--- src/sc2a_pkg.sv ---
// ----------------------------------------------------------------------------
// sc2a_pkg
// Shared constants and decode tables for the scancode to ASCII FIFO core.
// ----------------------------------------------------------------------------
package sc2a_pkg;

    // Request operation codes
    localparam logic OP_SCANCODE = 1'b0;
    localparam logic OP_POP      = 1'b1;

    // Field widths
    localparam int SCAN_W  = 8;
    localparam int CHAR_W  = 7;
    localparam int COUNT_W = 8;

    // Default FIFO depth (holds one entry less)
    localparam int FIFO_DEPTH_DEF = 256;

    // Set 1 key codes
    localparam logic [6:0] KEY_LSHIFT   = 7'h2A;
    localparam logic [6:0] KEY_RSHIFT   = 7'h36;
    localparam logic [7:0] KEY_CAPSLOCK = 8'h3A;
    localparam logic [7:0] CODE_COUNT   = 8'd58;

    // Lower-case letter bounds and case offset
    localparam logic [CHAR_W-1:0] CHAR_LOWER_A = 7'h61;
    localparam logic [CHAR_W-1:0] CHAR_LOWER_Z = 7'h7A;
    localparam logic [CHAR_W-1:0] CASE_OFFSET  = 7'd32;

    typedef logic [CHAR_W-1:0] char_t;

    // Unshifted US layout, padded to 64 slots with zeros
    localparam char_t PLAIN_MAP [64] = '{
        7'h00, 7'h1B, 7'h31, 7'h32, 7'h33, 7'h34, 7'h35, 7'h36,
        7'h37, 7'h38, 7'h39, 7'h30, 7'h2D, 7'h3D, 7'h08, 7'h09,
        7'h71, 7'h77, 7'h65, 7'h72, 7'h74, 7'h79, 7'h75, 7'h69,
        7'h6F, 7'h70, 7'h5B, 7'h5D, 7'h0A, 7'h00, 7'h61, 7'h73,
        7'h64, 7'h66, 7'h67, 7'h68, 7'h6A, 7'h6B, 7'h6C, 7'h3B,
        7'h27, 7'h60, 7'h00, 7'h5C, 7'h7A, 7'h78, 7'h63, 7'h76,
        7'h62, 7'h6E, 7'h6D, 7'h2C, 7'h2E, 7'h2F, 7'h00, 7'h2A,
        7'h00, 7'h20, 7'h00, 7'h00, 7'h00, 7'h00, 7'h00, 7'h00
    };

    // Shifted US layout, padded to 64 slots with zeros
    localparam char_t SHIFT_MAP [64] = '{
        7'h00, 7'h1B, 7'h21, 7'h40, 7'h23, 7'h24, 7'h25, 7'h5E,
        7'h26, 7'h2A, 7'h28, 7'h29, 7'h5F, 7'h2B, 7'h08, 7'h09,
        7'h51, 7'h57, 7'h45, 7'h52, 7'h54, 7'h59, 7'h55, 7'h49,
        7'h4F, 7'h50, 7'h7B, 7'h7D, 7'h0A, 7'h00, 7'h41, 7'h53,
        7'h44, 7'h46, 7'h47, 7'h48, 7'h4A, 7'h4B, 7'h4C, 7'h3A,
        7'h22, 7'h7E, 7'h00, 7'h7C, 7'h5A, 7'h58, 7'h43, 7'h56,
        7'h42, 7'h4E, 7'h4D, 7'h3C, 7'h3E, 7'h3F, 7'h00, 7'h2A,
        7'h00, 7'h20, 7'h00, 7'h00, 7'h00, 7'h00, 7'h00, 7'h00
    };

endpackage

--- src/sc2a_req_if.sv ---
// ----------------------------------------------------------------------------
// sc2a_req_if
// Request channel: a scancode byte or a pop, with valid/ready handshake.
// ----------------------------------------------------------------------------
interface sc2a_req_if;
    import sc2a_pkg::*;

    logic              valid;
    logic              ready;
    logic              operation;
    logic [SCAN_W-1:0] scancode;

    modport source (output valid, output operation, output scancode, input ready);
    modport sink   (input valid, input operation, input scancode, output ready);
endinterface

--- src/sc2a_rsp_if.sv ---
// ----------------------------------------------------------------------------
// sc2a_rsp_if
// Result channel: popped character and keyboard status, valid/ready handshake.
// ----------------------------------------------------------------------------
interface sc2a_rsp_if;
    import sc2a_pkg::*;

    logic               valid;
    logic               ready;
    logic               char_valid;
    logic [CHAR_W-1:0]  character;
    logic [COUNT_W-1:0] chars_waiting;
    logic               shift_active;
    logic               caps_active;

    modport source (
        output valid, output char_valid, output character, output chars_waiting,
        output shift_active, output caps_active, input ready
    );
    modport sink (
        input valid, input char_valid, input character, input chars_waiting,
        input shift_active, input caps_active, output ready
    );
endinterface

--- src/scancode_to_ascii_fifo_core.sv ---
// ----------------------------------------------------------------------------
// scancode_to_ascii_fifo_core
// Set 1 scancode decoder (US layout) feeding a ring FIFO of characters.
// ----------------------------------------------------------------------------
// Usage:
//   req carries one request per handshake: operation 0 delivers a raw set 1
//   scancode byte, operation 1 pops the oldest character. rsp returns exactly
//   one result per request: char_valid/character for a pop (0/0 when the
//   FIFO is empty or for a scancode), plus the FIFO fill and the shift and
//   caps lock flags after that request.
//   The result of a request is registered and shown at rsp in the cycle after
//   it is accepted. A request can be accepted every cycle while rsp takes each
//   result; the character comes straight from the registered read port of the
//   store, which is read in the cycle the pop is accepted.
//   The FIFO holds FIFO_DEPTH-1 characters; a character decoded while it is
//   full is dropped. chars_waiting saturates at 255.
//   Reset clears the pointers and both flags; the store itself is not
//   cleared and needs no clearing pass.
//   When rsp stalls with a result held, req.ready drops until it is taken.
// ----------------------------------------------------------------------------
module scancode_to_ascii_fifo_core #(
    parameter int FIFO_DEPTH = sc2a_pkg::FIFO_DEPTH_DEF
) (
    input  logic        clk,
    input  logic        rst_n,
    sc2a_req_if.sink    req,
    sc2a_rsp_if.source  rsp
);
    import sc2a_pkg::*;

    localparam int PTR_W = $clog2(FIFO_DEPTH);
    localparam int CW    = (PTR_W + 1 > COUNT_W + 1) ? PTR_W + 1 : COUNT_W + 1;
    localparam logic [PTR_W-1:0] PTR_LAST = PTR_W'(FIFO_DEPTH - 1);

    logic [PTR_W-1:0]   rd_ptr_reg, rd_ptr_next, rd_ptr_inc;
    logic [PTR_W-1:0]   wr_ptr_reg, wr_ptr_next, wr_ptr_inc;
    logic               shift_reg, shift_next;
    logic               caps_reg, caps_next;
    logic               out_valid_reg, out_valid_next;
    logic               pop_hit_reg;
    logic [COUNT_W-1:0] count_reg, count_next;

    logic               accept, is_pop, fifo_empty, fifo_full;
    logic               do_pop, do_push;
    logic               is_break, shift_key, caps_key, in_range;
    logic [5:0]         code_idx;
    char_t              plain_ch, shifted_ch, cased_ch, dec_ch;
    logic               is_letter, push_char;
    logic [CW-1:0]      diff_raw, diff_full;
    char_t              ram_rdata;

    // Handshake: take a request whenever the result slot is free or draining
    assign req.ready = !out_valid_reg || rsp.ready;
    assign accept    = req.valid && req.ready;
    assign is_pop    = (req.operation == OP_POP);

    // Ring pointer arithmetic
    assign rd_ptr_inc = (rd_ptr_reg == PTR_LAST) ? '0 : rd_ptr_reg + 1'b1;
    assign wr_ptr_inc = (wr_ptr_reg == PTR_LAST) ? '0 : wr_ptr_reg + 1'b1;
    assign fifo_empty = (rd_ptr_reg == wr_ptr_reg);
    assign fifo_full  = (wr_ptr_inc == rd_ptr_reg);

    // Decode the scancode byte
    assign is_break  = req.scancode[7];
    assign shift_key = (req.scancode[6:0] == KEY_LSHIFT) ||
                       (req.scancode[6:0] == KEY_RSHIFT);
    assign caps_key  = (req.scancode == KEY_CAPSLOCK);
    assign in_range  = (req.scancode < CODE_COUNT);
    assign code_idx  = req.scancode[5:0];

    assign plain_ch   = PLAIN_MAP[code_idx];
    assign shifted_ch = SHIFT_MAP[code_idx];
    assign is_letter  = (plain_ch >= CHAR_LOWER_A) && (plain_ch <= CHAR_LOWER_Z);
    assign cased_ch   = (caps_reg && is_letter) ? plain_ch - CASE_OFFSET : plain_ch;
    assign dec_ch     = shift_reg ? shifted_ch : cased_ch;

    assign push_char = !is_break && !shift_key && !caps_key && in_range &&
                       (dec_ch != '0);

    assign do_pop  = accept && is_pop && !fifo_empty;
    assign do_push = accept && !is_pop && push_char && !fifo_full;

    // Advance pointers
    assign rd_ptr_next = do_pop  ? rd_ptr_inc : rd_ptr_reg;
    assign wr_ptr_next = do_push ? wr_ptr_inc : wr_ptr_reg;

    // Update keyboard flags
    always_comb
    begin
        shift_next = shift_reg;
        caps_next  = caps_reg;
        if (accept && !is_pop)
        begin
            if (is_break && shift_key)
            begin
                shift_next = 1'b0;
            end
            else if (!is_break && shift_key)
            begin
                shift_next = 1'b1;
            end
            else if (caps_key)
            begin
                caps_next = !caps_reg;
            end
        end
    end

    // Fill count after this request, saturated to the field width
    assign diff_raw  = CW'(wr_ptr_next) - CW'(rd_ptr_next);
    assign diff_full = (wr_ptr_next >= rd_ptr_next) ? diff_raw
                                                    : diff_raw + CW'(FIFO_DEPTH);
    assign count_next = (diff_full > CW'({COUNT_W{1'b1}})) ? {COUNT_W{1'b1}}
                                                           : diff_full[COUNT_W-1:0];

    // Hold a result until taken
    assign out_valid_next = accept ? 1'b1 : (rsp.ready ? 1'b0 : out_valid_reg);

    // Control state
    always_ff @(posedge clk or negedge rst_n)
    begin
        if (!rst_n)
        begin
            rd_ptr_reg    <= '0;
            wr_ptr_reg    <= '0;
            shift_reg     <= 1'b0;
            caps_reg      <= 1'b0;
            out_valid_reg <= 1'b0;
        end
        else
        begin
            rd_ptr_reg    <= rd_ptr_next;
            wr_ptr_reg    <= wr_ptr_next;
            shift_reg     <= shift_next;
            caps_reg      <= caps_next;
            out_valid_reg <= out_valid_next;
        end
    end

    // Result payload
    always_ff @(posedge clk)
    begin
        if (accept)
        begin
            pop_hit_reg <= do_pop;
            count_reg   <= count_next;
        end
    end

    // Character store
    sc2a_ram #(
        .WIDTH (CHAR_W),
        .DEPTH (FIFO_DEPTH)
    ) u_store (
        .clk   (clk),
        .we    (do_push),
        .waddr (wr_ptr_reg),
        .wdata (dec_ch),
        .re    (do_pop),
        .raddr (rd_ptr_reg),
        .rdata (ram_rdata)
    );

    // Drive the result channel
    assign rsp.valid         = out_valid_reg;
    assign rsp.char_valid    = pop_hit_reg;
    assign rsp.character     = pop_hit_reg ? ram_rdata : '0;
    assign rsp.chars_waiting = count_reg;
    assign rsp.shift_active  = shift_reg;
    assign rsp.caps_active   = caps_reg;
endmodule

--- src/sc2a_ram.sv ---
// ----------------------------------------------------------------------------
// sc2a_ram
// Simple dual-port RAM, one write and one read port, registered read data.
// ----------------------------------------------------------------------------
module sc2a_ram #(
    parameter int WIDTH = 8,
    parameter int DEPTH = 256
) (
    input  logic                     clk,
    input  logic                     we,
    input  logic [$clog2(DEPTH)-1:0] waddr,
    input  logic [WIDTH-1:0]         wdata,
    input  logic                     re,
    input  logic [$clog2(DEPTH)-1:0] raddr,
    output logic [WIDTH-1:0]         rdata
);
    logic [WIDTH-1:0] mem [DEPTH];
    logic [WIDTH-1:0] rdata_reg;

    // Write port
    always_ff @(posedge clk)
    begin
        if (we)
        begin
            mem[waddr] <= wdata;
        end
    end

    // Registered read port, holds when not enabled
    always_ff @(posedge clk)
    begin
        if (re)
        begin
            rdata_reg <= mem[raddr];
        end
    end

    assign rdata = rdata_reg;
endmodule

--- src/flat_wrapper.sv ---
// flat-port wrapper written by rule: the top's interface ports become plain ports
module scancode_to_ascii_fifo_core_flat import sc2a_pkg::*;
#(
    parameter int FIFO_DEPTH = sc2a_pkg::FIFO_DEPTH_DEF
)
  (clk, rst_n, req_valid, req_operation, req_scancode, req_ready, rsp_valid, rsp_char_valid, rsp_character, rsp_chars_waiting, rsp_shift_active, rsp_caps_active, rsp_ready);
  sc2a_req_if req_i ();
  sc2a_rsp_if rsp_i ();
  input  logic clk;
  input  logic rst_n;
  input wire logic [$bits(req_i.valid)-1:0] req_valid;
  input wire logic [$bits(req_i.operation)-1:0] req_operation;
  input wire logic [$bits(req_i.scancode)-1:0] req_scancode;
  output wire logic [$bits(req_i.ready)-1:0] req_ready;
  output wire logic [$bits(rsp_i.valid)-1:0] rsp_valid;
  output wire logic [$bits(rsp_i.char_valid)-1:0] rsp_char_valid;
  output wire logic [$bits(rsp_i.character)-1:0] rsp_character;
  output wire logic [$bits(rsp_i.chars_waiting)-1:0] rsp_chars_waiting;
  output wire logic [$bits(rsp_i.shift_active)-1:0] rsp_shift_active;
  output wire logic [$bits(rsp_i.caps_active)-1:0] rsp_caps_active;
  input wire logic [$bits(rsp_i.ready)-1:0] rsp_ready;
  assign req_i.valid = req_valid;
  assign req_i.operation = req_operation;
  assign req_i.scancode = req_scancode;
  assign req_ready = req_i.ready;
  assign rsp_valid = rsp_i.valid;
  assign rsp_char_valid = rsp_i.char_valid;
  assign rsp_character = rsp_i.character;
  assign rsp_chars_waiting = rsp_i.chars_waiting;
  assign rsp_shift_active = rsp_i.shift_active;
  assign rsp_caps_active = rsp_i.caps_active;
  assign rsp_i.ready = rsp_ready;
  scancode_to_ascii_fifo_core #(.FIFO_DEPTH(FIFO_DEPTH)) u_core (.clk(clk), .rst_n(rst_n), .req(req_i), .rsp(rsp_i));
endmodule
--- config.mk ---
export PLATFORM = sky130hd
export DESIGN_NAME = scancode_to_ascii_fifo_core_flat
export DESIGN_NICKNAME = d
export VERILOG_FILES = /design/src/sc2a_pkg.sv /design/src/sc2a_req_if.sv /design/src/sc2a_rsp_if.sv /design/src/scancode_to_ascii_fifo_core.sv /design/src/sc2a_ram.sv /design/src/flat_wrapper.sv
export SDC_FILE = /design/constraint.sdc
export NUM_CORES = 2
export LEC_CHECK = 0
export BUFFER_PORTS_ARGS = -buffer_cell sky130_fd_sc_hd__buf_4
export CAP_MARGIN = 20
export CORE_MARGIN = 2
export CORE_UTILIZATION = 35
export CTS_CLUSTER_SIZE = 30
export DETAILED_ROUTE_END_ITERATION = 8
export PLACE_DENSITY_LB_ADDON = 0.3
export SLEW_MARGIN = 25
export SYNTH_ARGS = -nofsm -noshare
export SYNTH_HDL_FRONTEND = slang
export SYNTH_HIERARCHICAL = 1
export SYNTH_SLANG_ARGS = --single-unit
--- constraint.sdc ---
create_clock -name clk -period 11.3 [get_ports clk]
set_clock_uncertainty 0.1 [all_clocks]
set_input_delay 1.13 -clock clk [delete_from_list [all_inputs] [get_ports clk]]
set_output_delay 1.13 -clock clk [all_outputs]
set_load 0.005 [all_outputs]
After elaboration in Yosys (flattened, before gate mapping)
Memory sizes are Yosys's and may differ from the RTL's. A register that Yosys moved wholly into a read port is not among the register bits.
Cells that the tools add are included.

operators by class
  add/sub/neg operators = 5
  magnitude comparators = 6
  equal/unequal tests = 7
  mux-type cells = 18
  bitwise logic cells = 3
  reductions and logical operators = 29

operator list
  cell                   number
  $mux W7                7
  $mux W8                4
  $add A8 B1 Y8 const B  2
  $eq A8 B8 Y1           2
  $eq A8 B8 Y1 const B   2
  $eq A7 B6 Y1 const B   2
  $ge A7 B7 Y1 const B   2
  $logic_and A1 B1 Y1    14
  $add A9 B9 Y9 const B  1
  $gt A9 B8 Y1 const B   1
  $mux W9                1
  $sub A8 B8 Y9          1
  $eq A8 B6 Y1 const B   1
  $ge A8 B8 Y1           1
  $logic_not A1 Y1       8
  $lt A8 B6 Y1 const B   1
  $le A7 B7 Y1 const B   1
  $not A6 Y7             1
  $reduce_bool A7 Y1     1
  $sub A7 B6 Y7 const B  1
  $mux W1                6
  $reduce_and A4 Y1      1
  $reduce_bool A2 Y1     2
  $logic_or A1 B1 Y1     2
  2 further kinds        3

word-level totals
  bits in registers = 28
  memory bits (writable) = 1792
  bits in read-only memories = 896
  bits of input ports = 13
  output and inout bits = 20
  logic and storage cells = 78
  memories = 3

memories
  name                depth  width  rd ports  clocked after Yosys merged registers in  write ports  line                               text
  u_core.u_store.mem  256    7      1         1                                        1            sc2a_ram.sv:17                     logic [WIDTH-1:0] mem [DEPTH];
  (no name shown)     64     7      1         0                                        0            scancode_to_ascii_fifo_core.sv:71  assign plain_ch = PLAIN_MAP[code_idx];
  (no name shown)     64     7      1         0                                        0            scancode_to_ascii_fifo_core.sv:72  assign shifted_ch = SHIFT_MAP[code_idx];

Depth between registers and ports, before layout
  word-level depth = 18
  depth in mapped cells = 29
  mapped depth without buffers = 26

Hierarchy
The synthesis kept the hierarchy.

by module, submodules not included
  module                       instances  cells each  area an instance (sq um)  sequential area each (sq um)
  sc2a_ram                     1          3381        70267.4                   54021.8
  scancode_to_ascii_fifo_core  1          447         3686.0                    745.7

Least setup slack after synthesis
No wires, ideal clock.

  path kind = input -> register
  start = input port req_scancode[1]
  end = register u_core.count_reg[3], in the netlist u_core/rsp.chars_waiting[3], data pin
  library setup time = 0.282 ns
  data arrival time = 12.525 ns
  required time = 10.918 ns
  slack = -1.607 ns
  stages = 22
  path buffers = 1
  path through = buf_2 -> inv_1 -> ha_1 -> nand2b_1 -> nor2_1 -> a211oi_1 -> o311a_1 -> mux2i_1 -> nor4_2 -> nand4b_2 -> o21ai_4 -> mux2_4 -> ha_1 -> nor2b_1 -> o21ai_0 -> a21boi_0 -> o21ai_0 -> a21oi_1 -> o21a_1 -> o21a_1 -> o211ai_1 -> o21ai_0

between the ends
  word-level cells in the longest chain between the ends = 18
  elaborated cells on any way between the ends = 34

ends and longest elaborated chain
  element                                              line                                                                  text
  from (decl)                                          flat_wrapper.sv:13                                                    input wire logic [$bits(req_i.scancode)-1:0] req_scancode;
  $not A6 Y7 (not written as such) (*)                 scancode_to_ascii_fifo_core.sv:71, scancode_to_ascii_fifo_core.sv:72
  $mem_v2 Z64 W7                                       -
  $mux W7 (not written as such) (2 in series)          scancode_to_ascii_fifo_core.sv:71
  $ge A7 B7 Y1 / $le A7 B7 Y1 (equally long branches)  scancode_to_ascii_fifo_core.sv:73                                     assign is_letter = (plain_ch >= CHAR_LOWER_A) && (plain_ch <= CHAR_LOWER_Z);
  $logic_and A1 B1 Y1                                  scancode_to_ascii_fifo_core.sv:73
  $logic_and A1 B1 Y1                                  scancode_to_ascii_fifo_core.sv:74                                     assign cased_ch = (caps_reg && is_letter) ? plain_ch - CASE_OFFSET : plain_ch;
  $mux W7                                              scancode_to_ascii_fifo_core.sv:74
  $mux W7 (*)                                          scancode_to_ascii_fifo_core.sv:75                                     assign dec_ch = shift_reg ? shifted_ch : cased_ch;
  net u_core.dec_ch[4]                                 scancode_to_ascii_fifo_core.sv:47                                     char_t plain_ch, shifted_ch, cased_ch, dec_ch;
  [1 not listed]                                       -
  $logic_and A1 B1 Y1 (*)                              scancode_to_ascii_fifo_core.sv:77                                     assign push_char = !is_break && !shift_key && !caps_key && in_range &&
  $logic_and A1 B1 Y1 (*) (2 in series)                scancode_to_ascii_fifo_core.sv:81                                     assign do_push = accept && !is_pop && push_char && !fifo_full;
  $mux W8 (*)                                          scancode_to_ascii_fifo_core.sv:85                                     assign wr_ptr_next = do_push ? wr_ptr_inc : wr_ptr_reg;
  net u_core.wr_ptr_next[1]                            scancode_to_ascii_fifo_core.sv:36                                     logic [PTR_W-1:0] wr_ptr_reg, wr_ptr_next, wr_ptr_inc;
  $sub A8 B8 Y9                                        scancode_to_ascii_fifo_core.sv:110                                    assign diff_raw = CW'(wr_ptr_next) - CW'(rd_ptr_next);
  $add A9 B9 Y9                                        scancode_to_ascii_fifo_core.sv:112                                    : diff_raw + CW'(FIFO_DEPTH);
  $mux W9 (*)                                          scancode_to_ascii_fifo_core.sv:111                                    assign diff_full = (wr_ptr_next >= rd_ptr_next) ? diff_raw
  $gt A9 B8 Y1                                         scancode_to_ascii_fifo_core.sv:113                                    assign count_next = (diff_full > CW'({COUNT_W{1'b1}})) ? {COUNT_W{1'b1}}
  to (signal assigned)                                 scancode_to_ascii_fifo_core.sv:146                                    count_reg <= count_next;
  to (decl)                                            scancode_to_ascii_fifo_core.sv:41                                     logic [COUNT_W-1:0] count_reg, count_next;

The timed path passes the listed nets; every way through them passes the cells marked *. The select of a mux whose other input is x is not followed.
A chain may end at the register's enable or synchronous reset.

Worst setup path after layout
  start = input port req_scancode[1]
  end = memory u_core/u_store/mem[8][4] in the netlist's numbering (enable)

between the ends
  word-level cells in the longest chain between the ends = 15
  elaborated cells on any way between the ends = 30

ends and longest elaborated chain
  element                                              line                                                                  text
  $not A6 Y7 (not written as such) (*)                 scancode_to_ascii_fifo_core.sv:71, scancode_to_ascii_fifo_core.sv:72
  $mem_v2 Z64 W7                                       -
  $mux W7 (not written as such) (2 in series)          scancode_to_ascii_fifo_core.sv:71
  $ge A7 B7 Y1 / $le A7 B7 Y1 (equally long branches)  scancode_to_ascii_fifo_core.sv:73
  $logic_and A1 B1 Y1                                  scancode_to_ascii_fifo_core.sv:73
  $logic_and A1 B1 Y1                                  scancode_to_ascii_fifo_core.sv:74
  $mux W7                                              scancode_to_ascii_fifo_core.sv:74
  $mux W7 (*)                                          scancode_to_ascii_fifo_core.sv:75
  net u_core.dec_ch[6]                                 scancode_to_ascii_fifo_core.sv:47
  $reduce_bool A7 Y1 (*)                               scancode_to_ascii_fifo_core.sv:78                                     (dec_ch != '0);
  $logic_and A1 B1 Y1 (*)                              scancode_to_ascii_fifo_core.sv:77
  $logic_and A1 B1 Y1 (*) (2 in series)                scancode_to_ascii_fifo_core.sv:81
  net u_core.do_push                                   scancode_to_ascii_fifo_core.sv:44                                     logic do_pop, do_push;
  $mux W1 (*)                                          sc2a_ram.sv:23                                                        if (we)
  $mux W1 (not written as such) (*)                    sc2a_ram.sv:25                                                        mem[waddr] <= wdata;
  to (decl)                                            sc2a_ram.sv:17

Marked as above.

==> Flow_metrics.wiki <==
{| class="wikitable"
! Metric !! Value
|-
| Global-route wire length before repair || ~270,000 um
|-
| Average wire per cell in the routed design || 27.74 um
|-
| Setup repair after global routing missed its margin || false
|-
| Initial detailed-routing violation count || 4,490
|-
| Synthesized area divided by synthesized cell count || 19.32 sq um
|-
| Part of the Yosys area used for sequential elements || approximately 74%
|-
| Most frequent cell after synthesis || sky130_fd_sc_hd__edfxtp_1
|-
| Final Hold Fails || 0
|-
| Clock sinks || ~1,800
|-
| I/O pin count || 33
|-
| Largest register FFs || 1,792
|-
| TritonCTS buffer count || 186
|-
| Starting Density || a little over a third
|-
| EDFF count, synth || 1,808
|-
| Via count of the first global-routing pass || 37,270
|-
| Critical path data arrival time || 7.26 ns
|-
| Count of different cell masters after synthesis || 101
|-
| Number of instances in the synthesized netlist || approximately 3,800
|-
| Final weighted congestion of routability-driven global placement || 0.8712
|-
| Warnings from Yosys || 6
|-
| Top cell types by occurrence after synthesis || 1,808 x sky130_fd_sc_hd__edfxtp_1, 380 x sky130_fd_sc_hd__mux4_2, 328 x sky130_fd_sc_hd__nor2_1
|-
| Post-synth top area share || ~73%
|-
| Floorplan die width || 463.7 um
|-
| Synth area leaders || sky130_fd_sc_hd__edfxtp_1 73%, sky130_fd_sc_hd__mux4_2 12%, sky130_fd_sc_hd__mux2i_1 2.3%
|-
| CTS-repair resized insts || 0
|-
| Hold_buf cts || 0
|-
| Worst-margin pin slew || 1.179 ns
|-
| Type of the worst setup path || in -> reg
|-
| Worst-case headroom to the max-slew limit || around 21%
|-
| Flip-flop and latch count after synthesis || 1,827
|-
| Clk root buf || sky130_fd_sc_hd__clkbuf_16
|-
| Netlist Area Pre-Place || around 74,000 sq um
|-
| Share of cells above drive strength 1 || 20.36%
|-
| Port buffer count || 32
|-
| Cell area reported after detailed placement || 76,760 sq um
|-
| Floorplan die height || 463.7 um
|-
| Peak VDD IR || 0.1788 mV
|-
| Post-route setup TNS || 0 ns
|-
| Primary FF master, synth || sky130_fd_sc_hd__edfxtp_1
|-
| Worst hold-check slack || 0.08940 ns
|-
| Number of search-and-repair iterations in the first detailed-routing pass || 5
|-
| Number of H-tree branching levels || 4
|-
| Signed area change from the synthesized netlist to the final layout || 12.16%
|-
| Cell type with the largest total area after synthesis || sky130_fd_sc_hd__edfxtp_1
|-
| Endpoint kind of the worst setup timing path || flip-flop
|-
| Remaining antenna violation count after routing || 0
|-
| Max Fanout on Critical Path || 108
|-
| Residual DRC count || 0
|-
| CP required || 11.64 ns
|-
| Static leakage power || 25.22 nW
|-
| Post-CTS Repair Setup Buffers || 0
|-
| Summed area of non-filler cells in the final layout || 82,940 sq um
|-
| All-layer global routing usage || 17.37%
|-
| Worst reg2reg path startpoint || u_core/wr_ptr_reg[0]
|-
| Critical path launch point type || input pin
|-
| Die area || 215,000 sq um
|-
| DR vias/cell || roughly 5.5
|-
| CP startpoint || req_scancode[1]
|-
| Setup violations, final || 0
|-
| Overall overflow remaining after global route || 0
|-
| DP Wirelength || 113,700 um
|-
| Deepest clock path buffer count || 3
|-
| Aggregate routed wire length || 189,500 um
|-
| Final clock period utilization by the worst path || 61.28%
|-
| CTS tree || yes
|-
| Largest net degree at the start of global routing || 184
|-
| Count of maximum capacitance violations || 0
|-
| Final-report max-slew violation count || 0
|-
| Most flops, register || u_core/u_store/mem
|-
| Vias || 37,762
|-
| Post-Syn Nets || about 3,900
|-
| Synth async-reset ratio || 1.040%
|-
| Clock insertion delay at the later pin of the skew report || 0.82 ns
|-
| Core Rows || 168
|-
| Maximum clock frequency || 144.4 MHz
|-
| Reg clk slew, reported paths || 0.06 ns
|-
| Number of antenna violations at the first check in global routing || 1
|-
| CORE AREA || between 200,000 and 250,000 sq um
|-
| Post-layout min period || 6.925 ns
|-
| Run status || finished, final reports clean
|-
| Nets@finish || 3,911
|-
| Class of the worst hold path || in -> async
|-
| Power per unit of standard cell area || 223.9 nW/um^2
|}
layout by cell type, fill, tap and decap left out, types with 15 or more instances in the layout:
cell type                      n
sky130_fd_sc_hd__a21oi_1      68
sky130_fd_sc_hd__a221oi_1     23
sky130_fd_sc_hd__a22oi_1      61
sky130_fd_sc_hd__and2_1       18
sky130_fd_sc_hd__buf_4        82
sky130_fd_sc_hd__bufinv_16    20
sky130_fd_sc_hd__clkbuf_1     31
sky130_fd_sc_hd__clkbuf_16   189
sky130_fd_sc_hd__clkinv_1     35
sky130_fd_sc_hd__clkinv_2     39
sky130_fd_sc_hd__edfxtp_1   1808
sky130_fd_sc_hd__ha_1         24
sky130_fd_sc_hd__inv_1        26
sky130_fd_sc_hd__mux2i_1     167
sky130_fd_sc_hd__mux4_2      380
sky130_fd_sc_hd__nand2_1     108
sky130_fd_sc_hd__nand2b_1     25
sky130_fd_sc_hd__nand3_1      43
sky130_fd_sc_hd__nand4_1      17
sky130_fd_sc_hd__nor2_1      326
sky130_fd_sc_hd__nor2b_1      26
sky130_fd_sc_hd__nor3_1       40
sky130_fd_sc_hd__nor4_1       37
sky130_fd_sc_hd__o2111ai_1    21
sky130_fd_sc_hd__o21ai_0      32
sky130_fd_sc_hd__o22ai_1      69
sky130_fd_sc_hd__xor2_1       15
power by group:
part / switching, mW / total (mW) / internal, mW
clock: 2.57 / 6.10 / 3.53
combinational: 2.75 / 4.63 / 1.88
sequential: 0.195 / 7.84 / 7.65
total: 5.52 / 18.6 / 13.1
final timing paths:
| check | cells past startpoint | slack, ns | endpoint |
|---|---|---|---|
| min | 1 | 0.09 | u_core/rsp.shift_active |
| max in group asynchronous | 1 | 10.76 | u_core/rd_ptr_reg[2] |
| max reg2reg | 12 | 4.93 | u_core/u_store/mem[8][4] |
| min reg2reg | 2 | 0.45 | u_core/rsp.valid |
| min in group clk | 2 | 0.41 | u_core/rsp.shift_active |
| max | 15 | 4.38 | u_core/u_store/mem[8][4] |
area by class of cell:
class	instances	area (sq um)
well taps	2805	3510
flip-flops and latches	1827	54790
inverters	29	116.4
clock buffers	220	4846
fillers	18794	126800
diodes	2	5.005
repair buffers	93	858.3
clock inverters	118	1219
multi-input cells	1736	17600
routing by layer:
metal / global-route usage [%] / vias up / wire length [um]
li1: - / 15835 / -
met1: 25.21 / 20113 / 81930
met2: 26.40 / 1535 / 87510
met3: 3.367 / 277 / 14610
met4: 5.399 / 2 / 5394
met5: 0 / - / 13
logic make-up (layout without fill, tap and decap cells):
group                      after synthesis  in the layout  synth area share (%)
muxes                                  564            564                 14.30
buffers and inverters                  265            460                 2.279
adders and majority gates               25             25                0.4331
AOI/OAI and AO/OA                      410            410                 4.094
other                                    0              2                     0
xor gates and xnor gates                29             29                0.3435
DFF                                   1827           1827                 74.06
and+or+nand+nor                        708            708                 4.490
critical path, cell delays in order:
cell and delay, ns:
sky130_fd_sc_hd__buf_4 0.19, sky130_fd_sc_hd__inv_1 0.26, sky130_fd_sc_hd__ha_1 0.50, sky130_fd_sc_hd__nor2_1 0.07, sky130_fd_sc_hd__a2111oi_0 0.46, sky130_fd_sc_hd__a31oi_1 0.11
sky130_fd_sc_hd__a31oi_1 0.39, sky130_fd_sc_hd__o41a_1 0.32, sky130_fd_sc_hd__a211o_1 0.16, sky130_fd_sc_hd__nand3_2 0.17, sky130_fd_sc_hd__inv_8 0.50, sky130_fd_sc_hd__o21ai_4 0.18
sky130_fd_sc_hd__inv_1 0.72, sky130_fd_sc_hd__nand3_2 1.11, sky130_fd_sc_hd__nor2_1 0.95
per-stage QoR:
stage	power [mW]	utilization (%)	instances	setup WS, ns
finish	18.57	39.54	6830	4.375
global route	19.24	39.54	6828	4.163
CTS	18.72	39.48	6824	4.541
detailed placement	12.62	36.59	6486	3.656
global placement	12.61	36.58	6486	3.525
floorplan	11.34	-	3828	1.175
No activity file was read; power rests on OpenSTA's default activity.
